==> src/rtl/core/lfs_pkg.sv <==
// ----------------------------------------------------------------------------
// Lowest free slot unit package
// Field widths and the control record that travels along the cell chain.
// ----------------------------------------------------------------------------
package lfs_pkg;

  // Widths of the request and result fields.
  localparam int unsigned TIME_FIELD_W = 32;
  localparam int unsigned SLOT_W       = 5;

  // Control record handed from one cell to the next.
  typedef struct packed {
    logic valid;
    logic granted;
  } lfs_ctl_t;

endpackage

==> src/rtl/core/lfs_intf.sv <==
// ----------------------------------------------------------------------------
// Lowest free slot unit channel interfaces
// Request channel (arrival, leave) and result channel (slot, full flag).
// ----------------------------------------------------------------------------
interface lfs_req_if;
  import lfs_pkg::*;

  logic                    valid;
  logic                    ready;
  logic [TIME_FIELD_W-1:0] arrival_time;
  logic [TIME_FIELD_W-1:0] leave_time;

  modport source (output valid, output arrival_time, output leave_time, input ready);
  modport sink   (input valid, input arrival_time, input leave_time, output ready);
endinterface

interface lfs_res_if;
  import lfs_pkg::*;

  logic              valid;
  logic              ready;
  logic [SLOT_W-1:0] slot;
  logic              full_res;

  modport source (output valid, output slot, output full_res, input ready);
  modport sink   (input valid, input slot, input full_res, output ready);
endinterface

==> src/rtl/core/lfs_cell.sv <==
// ----------------------------------------------------------------------------
// Lowest free slot cell
// Holds one slot and one pipeline stage of the request chain.
// ----------------------------------------------------------------------------
module lfs_cell #(
  parameter int unsigned TIME_BITS = 32,
  parameter int unsigned IDX_W     = 5,
  parameter int unsigned CELL_IDX  = 0
) (
  input  logic                 clk_i,
  input  logic                 rst_ni,
  input  logic                 adv_i,
  input  lfs_pkg::lfs_ctl_t    ctl_i,
  input  logic [TIME_BITS-1:0] arrive_i,
  input  logic [TIME_BITS-1:0] leave_i,
  input  logic [IDX_W-1:0]     slot_i,
  output lfs_pkg::lfs_ctl_t    ctl_o,
  output logic [TIME_BITS-1:0] arrive_o,
  output logic [TIME_BITS-1:0] leave_o,
  output logic [IDX_W-1:0]     slot_o
);
  import lfs_pkg::*;

  logic                 occ_q, occ_d;
  logic [TIME_BITS-1:0] rel_q, rel_d;
  logic                 free;
  logic                 grant;
  lfs_ctl_t             ctl_q, ctl_d;
  logic [TIME_BITS-1:0] arrive_q, leave_q;
  logic [IDX_W-1:0]     slot_q, slot_d;

  // The slot is free if it is empty or its release time has come.
  always_comb begin
    free  = !occ_q || (rel_q <= arrive_i);
    grant = ctl_i.valid && !ctl_i.granted && free;
  end

  // Release first, then take the slot if no lower cell granted one.
  always_comb begin
    occ_d = occ_q;
    rel_d = rel_q;
    if (ctl_i.valid) begin
      if (free) begin
        occ_d = 1'b0;
      end
      if (grant) begin
        occ_d = 1'b1;
        rel_d = leave_i;
      end
    end
  end

  // Request record passed to the next cell.
  always_comb begin
    ctl_d.valid   = ctl_i.valid;
    ctl_d.granted = ctl_i.granted || grant;
    slot_d        = grant ? IDX_W'(CELL_IDX) : slot_i;
  end

  // Control state.
  always_ff @(posedge clk_i or negedge rst_ni) begin
    if (!rst_ni) begin
      occ_q <= 1'b0;
      ctl_q <= '0;
    end else if (adv_i) begin
      occ_q <= occ_d;
      ctl_q <= ctl_d;
    end
  end

  // Payload state.
  always_ff @(posedge clk_i) begin
    if (adv_i) begin
      rel_q    <= rel_d;
      arrive_q <= arrive_i;
      leave_q  <= leave_i;
      slot_q   <= slot_d;
    end
  end

  assign ctl_o    = ctl_q;
  assign arrive_o = arrive_q;
  assign leave_o  = leave_q;
  assign slot_o   = slot_q;

endmodule

==> src/rtl/core/lowest_free_slot_timed_release_unit.sv <==
// ----------------------------------------------------------------------------
// Lowest free slot timed release unit
// Requests pass through one cell stage per slot from acceptance to the result.
// Throughput: one request per cycle while the result side takes results.
// A stalled result holds the whole cell chain, and then no request is accepted.
// Reset clears every slot to free at once; there is no clearing pass.
// ----------------------------------------------------------------------------
module lowest_free_slot_timed_release_unit #(
  parameter int unsigned NUM_SLOTS = 32,
  parameter int unsigned TIME_BITS = 32
) (
  input  logic         clk_i,
  input  logic         rst_ni,
  lfs_req_if.sink      req_i,
  lfs_res_if.source    res_o
);
  import lfs_pkg::*;

  localparam int unsigned IDX_W = (NUM_SLOTS > 1) ? $clog2(NUM_SLOTS) : 1;

  lfs_ctl_t             ctl_chain  [NUM_SLOTS+1];
  logic [IDX_W-1:0]     slot_chain [NUM_SLOTS+1];
  logic [TIME_BITS-1:0] arr_chain  [NUM_SLOTS];
  logic [TIME_BITS-1:0] lv_chain   [NUM_SLOTS];
  logic                 adv;

  // The chain moves when the result register is empty or being taken.
  assign adv         = !ctl_chain[NUM_SLOTS].valid || res_o.ready;
  assign req_i.ready = adv;

  // Chain entry from the request channel.
  assign ctl_chain[0].valid   = req_i.valid;
  assign ctl_chain[0].granted = 1'b0;
  assign slot_chain[0]        = '0;
  assign arr_chain[0]         = TIME_BITS'(req_i.arrival_time);
  assign lv_chain[0]          = TIME_BITS'(req_i.leave_time);

  // One cell per slot; the last cell's stage is the result register.
  for (genvar g = 0; g < NUM_SLOTS; g++) begin : g_cell
    if (g < NUM_SLOTS - 1) begin : g_mid
      lfs_cell #(
        .TIME_BITS (TIME_BITS),
        .IDX_W     (IDX_W),
        .CELL_IDX  (g)
      ) u_cell (
        .clk_i    (clk_i),
        .rst_ni   (rst_ni),
        .adv_i    (adv),
        .ctl_i    (ctl_chain[g]),
        .arrive_i (arr_chain[g]),
        .leave_i  (lv_chain[g]),
        .slot_i   (slot_chain[g]),
        .ctl_o    (ctl_chain[g+1]),
        .arrive_o (arr_chain[g+1]),
        .leave_o  (lv_chain[g+1]),
        .slot_o   (slot_chain[g+1])
      );
    end else begin : g_last
      lfs_cell #(
        .TIME_BITS (TIME_BITS),
        .IDX_W     (IDX_W),
        .CELL_IDX  (g)
      ) u_cell (
        .clk_i    (clk_i),
        .rst_ni   (rst_ni),
        .adv_i    (adv),
        .ctl_i    (ctl_chain[g]),
        .arrive_i (arr_chain[g]),
        .leave_i  (lv_chain[g]),
        .slot_i   (slot_chain[g]),
        .ctl_o    (ctl_chain[g+1]),
        .arrive_o (),
        .leave_o  (),
        .slot_o   (slot_chain[g+1])
      );
    end
  end

  // Result channel; a request that found no free slot reports full.
  assign res_o.valid    = ctl_chain[NUM_SLOTS].valid;
  assign res_o.full_res = !ctl_chain[NUM_SLOTS].granted;
  assign res_o.slot     = ctl_chain[NUM_SLOTS].granted ?
                          SLOT_W'(slot_chain[NUM_SLOTS]) : '0;

endmodule

==> src/flat_wrapper.sv <==
// flat-port wrapper written by rule: the top's interface ports become plain ports
module lowest_free_slot_timed_release_unit_flat import lfs_pkg::*;
#(
  parameter int unsigned NUM_SLOTS = 32,
  parameter int unsigned TIME_BITS = 32
)
  (clk_i, rst_ni, req_i_valid, req_i_arrival_time, req_i_leave_time, req_i_ready, res_o_valid, res_o_slot, res_o_full_res, res_o_ready);
  lfs_req_if req_i_i ();
  lfs_res_if res_o_i ();
  input  logic clk_i;
  input  logic rst_ni;
  input wire logic [$bits(req_i_i.valid)-1:0] req_i_valid;
  input wire logic [$bits(req_i_i.arrival_time)-1:0] req_i_arrival_time;
  input wire logic [$bits(req_i_i.leave_time)-1:0] req_i_leave_time;
  output wire logic [$bits(req_i_i.ready)-1:0] req_i_ready;
  output wire logic [$bits(res_o_i.valid)-1:0] res_o_valid;
  output wire logic [$bits(res_o_i.slot)-1:0] res_o_slot;
  output wire logic [$bits(res_o_i.full_res)-1:0] res_o_full_res;
  input wire logic [$bits(res_o_i.ready)-1:0] res_o_ready;
  assign req_i_i.valid = req_i_valid;
  assign req_i_i.arrival_time = req_i_arrival_time;
  assign req_i_i.leave_time = req_i_leave_time;
  assign req_i_ready = req_i_i.ready;
  assign res_o_valid = res_o_i.valid;
  assign res_o_slot = res_o_i.slot;
  assign res_o_full_res = res_o_i.full_res;
  assign res_o_i.ready = res_o_ready;
  lowest_free_slot_timed_release_unit #(.NUM_SLOTS(NUM_SLOTS), .TIME_BITS(TIME_BITS)) u_core (.clk_i(clk_i), .rst_ni(rst_ni), .req_i(req_i_i), .res_o(res_o_i));
endmodule
==> config.mk <==
export PLATFORM = sky130hd
export DESIGN_NAME = lowest_free_slot_timed_release_unit_flat
export DESIGN_NICKNAME = d
export VERILOG_FILES = /design/src/rtl/core/lfs_pkg.sv /design/src/rtl/core/lfs_intf.sv /design/src/rtl/core/lfs_cell.sv /design/src/rtl/core/lowest_free_slot_timed_release_unit.sv /design/src/flat_wrapper.sv
export SDC_FILE = /design/constraint.sdc
export NUM_CORES = 2
export LEC_CHECK = 0
export BUFFER_PORTS_ARGS = -buffer_cell sky130_fd_sc_hd__buf_2
export CAP_MARGIN = 20
export CORE_MARGIN = 2
export CORE_UTILIZATION = 43
export CTS_CLUSTER_DIAMETER = 60
export DETAILED_ROUTE_END_ITERATION = 16
export GPL_TIMING_DRIVEN = 0
export MAX_ROUTING_LAYER = met4
export PLACE_DENSITY_LB_ADDON = 0.2
export SYNTH_ARGS = -nofsm -noshare
export SYNTH_HDL_FRONTEND = slang
export SYNTH_SLANG_ARGS = --single-unit
==> constraint.sdc <==
create_clock -name clk_i -period 137.1 [get_ports clk_i]
set_input_delay 27.42 -clock clk_i [delete_from_list [all_inputs] [get_ports clk_i]]
set_output_delay 27.42 -clock clk_i [all_outputs]
set_load 0.05 [all_outputs]
==> results.yml <==
status:
  status: "finished clean"
sta:
  worst_slew_pin_slew_ns: 1.179
  finalHoldViolCount: 0
  rsz0062_at_grt: "false"
  drv_slew: 0
  final.setup_skew_ns: 0.07592
  setup_viol: 0
  period_minus_slack_ns: 58.18
  finalCritPeriodShare_pct: 42.43
  slew_headroom_pct: 21.42
  max_freq_mhz: 17.19
power_and_ir_drop:
  p_sw_share_pct: 28.95
  clkPwrFrac_pct: 26.4
  vdd_drop_max_mv: 0.01394
  p_leak_nw: 56.55
  intPower_mw: 2.395
  switching_power_mw: 0.9758
  p_seq_share_pct: 54.9
  power_density_mw_per_mm2: 23.48
  comb_power_share_pct: 18.7
global_route:
  grt_start_max_net_pins: 75
  grt_overflow_total: 0
  grtUsageTotal_pct: 16.56
  gr-max-usage-layer: "met2"
  antenna_found_initial: 14
  grt_use_met2_pct: 30.66
  grt_pass1_vias: 64340
  gr-usage-met3_pct: 2.085
  grt_pass1_wl_um: 364800
  met1_usage_pct: 18.07
drt:
  route.vias.total: 60780
  routed_via_density: 5.010
  ant_nets: 0
  wl_per_cell_um: 19.57
  firstDrtPassIters: 5
  detail_route.wirelength_um: 237400
  drt-initial-drc-count: 4094
  drc: 0
place:
  dpl.hpwl_um: 173000
  portBuffers: 75
  gp_congestion: 0.8249
  postPlaceCellArea_sq_mm: 0.1327
  place_inst: 11510
die:
  die-area_sq_mm: 0.2968
  io_pins: 76
  die_y_um: 544.8
  core_area_sq_mm: 0.2908
  core.rowCount: 198
  die_width_um: 544.8
  start_util_pct: 43.23
setup_path:
  reg2reg_slack_ns: 131.05
  critPathKind: "primary input to output port"
  crit_path_end: "req_i_ready"
  r2r-start: "u_core.g_cell[31].g_last.u_cell.ctl_o[1]$_DFFE_PN0N_"
  cp_data_arrival_time_ns: 30.76
  crit_required_ns: 109.68
  crit_start: "res_o_ready"
  r2r-end: "u_core.g_cell[19].g_mid.u_cell.arrive_o[24]$_DFFE_PN_"
  path_max_fanout: 35
  reg2reg_depth: 15
  worstSetupStartpointType: "primary input"
  endpoint_kind: "output port"
final_layout:
  regArea_sq_mm: 0.09660
  fillCellCount: 24110
  fin_cells: 12130
  drive_gt1_share_pct: 9.127
  syn_to_final_growth_pct: 14.16
  multi_input_area_sq_mm: 0.02511
  final_area_sq_mm: 0.1436
  nets: 9050
  final_util_pct: 49.36
job:
  drv_cap: 0
clock_tree:
  cts_tree: "yes"
  clk_latency_ns: 0.88
  cts_sinks: 3233
  cts.path.max_buffers: 4
  post_cts_resized: 0
  hold_buffers: 0
  clkTransAtPathRegs_ns: 0.06
  post_cts.repair.setup_buffers: 0
  cts_buffers: 344
  htree_levels: 5
  cts_root_buf: "clkbuf_16"
synth:
  synthArstFlopShare_pct: 2.969
  synth_edf_count: 3137
  yosysMostFrequentCell: "edfxtp_1"
  synth_cell_types: 75
  synth_fp_nets: 8542
  netlist.area_leader.share_pct: 74.91
  syn_area_per_cell_sq_um: 16.88
  synthesis.area_sq_mm: 0.1257
  synth-seq-cells: 3233
  postSynthCellCount: 7450
  yosys_warnings: 0
  ys_seq_area_share_pct: 76.82
  ys_top_cells_by_count: "edfxtp_1 (3,137), inv_1 (1,082), ha_1 (1,024)"
  ys_top_cells_by_area: "edfxtp_1 (75%), ha_1 (10%), inv_1 (3.2%)"
  yosys_most_used_dff: "edfxtp_1"
  yosysTopAreaCell: "edfxtp_1"
worst_hold_path:
  hp-class: "flip-flop to flip-flop"
  min_from: "u_core.g_cell[6].g_mid.u_cell.arrive_o[3]$_DFFE_PN_"
  holdPathStages: 0
## critical path, stage by stage
cell and delay (ns):
buf_2 0.07, nor2b_1 0.03, clkbuf_2 0.11, buf_12 0.16, inv_1 0.16, clkbuf_2 0.46
buf_16 0.22, clkbuf_2 0.71, clkbuf_4 0.66, buf_12 0.28, buf_2 0.31
## per-layer routing
layer	vias to the layer above	routed length, um
li1	29160	-
met1	30130	91300
met2	989	128800
met3	494	8410
met4	0	8947
met5	-	0
## area by class of cell
| class | count | area share [%] |
|---|---|---|
| flip-flops and latches | 3233 | 67.29 |
| multi-input cells | 3115 | 17.49 |
| clock buffers | 466 | 6.518 |
| well taps | 3900 | 3.399 |
| inverters | 1082 | 2.829 |
| repair buffers | 162 | 1.380 |
| clock inverters | 150 | 1.013 |
| plain buffers | 20 | 0.06799 |
| diodes | 3 | 0.005230 |
## power by group through the flow
stage	clock (mW)	sequential [mW]	combinational, mW
2_1_floorplan	0	2.13	0.425
3_3_place_gp	0	2.39	0.594
4_1_cts	0.914	1.86	0.645
3_5_place_dp	0	1.88	0.640
6_report	0.889	1.85	0.629
5_1_grt	0.951	1.90	0.726
## cell usage in the layout (no fill, tap or decap), types with 69 or more instances in the layout
master	n
clkbuf_16	352
edfxtp_1	3137
clkbuf_1	104
ha_1	1024
nand3_1	94
nor2_1	80
inv_1	1082
o21ai_0	168
nand4_1	228
a21o_1	69
buf_2	80
a21oi_1	456
nand2_1	350
dfrtp_1	96
## through the flow
stage          hold slack (ns)  setup TNS (ns)  setup WS, ns  total power [mW]
6_report                0.3942               0         78.92             3.370
5_1_grt                 0.4083               0         78.82             3.577
4_1_cts                 0.4005               0         78.90             3.420
3_5_place_dp            0.4045               0         78.90             2.519
3_3_place_gp            0.4030          -11.73        -11.73             2.982
2_1_floorplan           0.4003               0         24.25             2.552
## registers in the layout, indices dropped and copies added, names as in the netlist
signal / cells
u_core.g_cell.g_mid.u_cell.rel_q: 992
u_core.g_cell.g_last.u_cell.rel_q: 32
u_core.g_cell.g_last.u_cell.slot_o: 5
u_core.g_cell.g_last.u_cell.occ_q: 1
u_core.g_cell.g_mid.u_cell.ctl_o: 62
u_core.g_cell.g_last.u_cell.ctl_o: 2
u_core.g_cell.g_mid.u_cell.arrive_o: 992
u_core.g_cell.g_mid.u_cell.leave_o: 992
u_core.g_cell.g_mid.u_cell.slot_o: 124
u_core.g_cell.g_mid.u_cell.occ_q: 31
## cell families (layout without fill, tap and decap cells)
family,after synthesis,in the layout,synth area share [%]
and+or+nand+nor,1095,1095,4.637
muxes,5,5,0.03980
DFF,3233,3233,76.82
buffers and inverters,1102,1880,3.291
AOI/OAI and AO/OA,991,991,5.019
adders and majority gates,1024,1024,10.19
other,0,3,0
## worst min path at each step
stage | to | slack [ns]
finish | u_core.g_cell[7].g_mid.u_cell.arrive_o[3]$_DFFE_PN_ | 0.39
global route | u_core.g_cell[14].g_mid.u_cell.arrive_o[14]$_DFFE_PN_ | 0.41
CTS | u_core.g_cell[7].g_mid.u_cell.arrive_o[3]$_DFFE_PN_ | 0.40
detailed placement | u_core.g_cell[31].g_last.u_cell.rel_q[29]$_DFFE_PP_ | 0.40
global placement | u_core.g_cell[31].g_last.u_cell.rel_q[26]$_DFFE_PP_ | 0.40
floorplan | u_core.g_cell[31].g_last.u_cell.rel_q[0]$_DFFE_PP_ | 0.40
No activity file was read; power rests on OpenSTA's default activity.
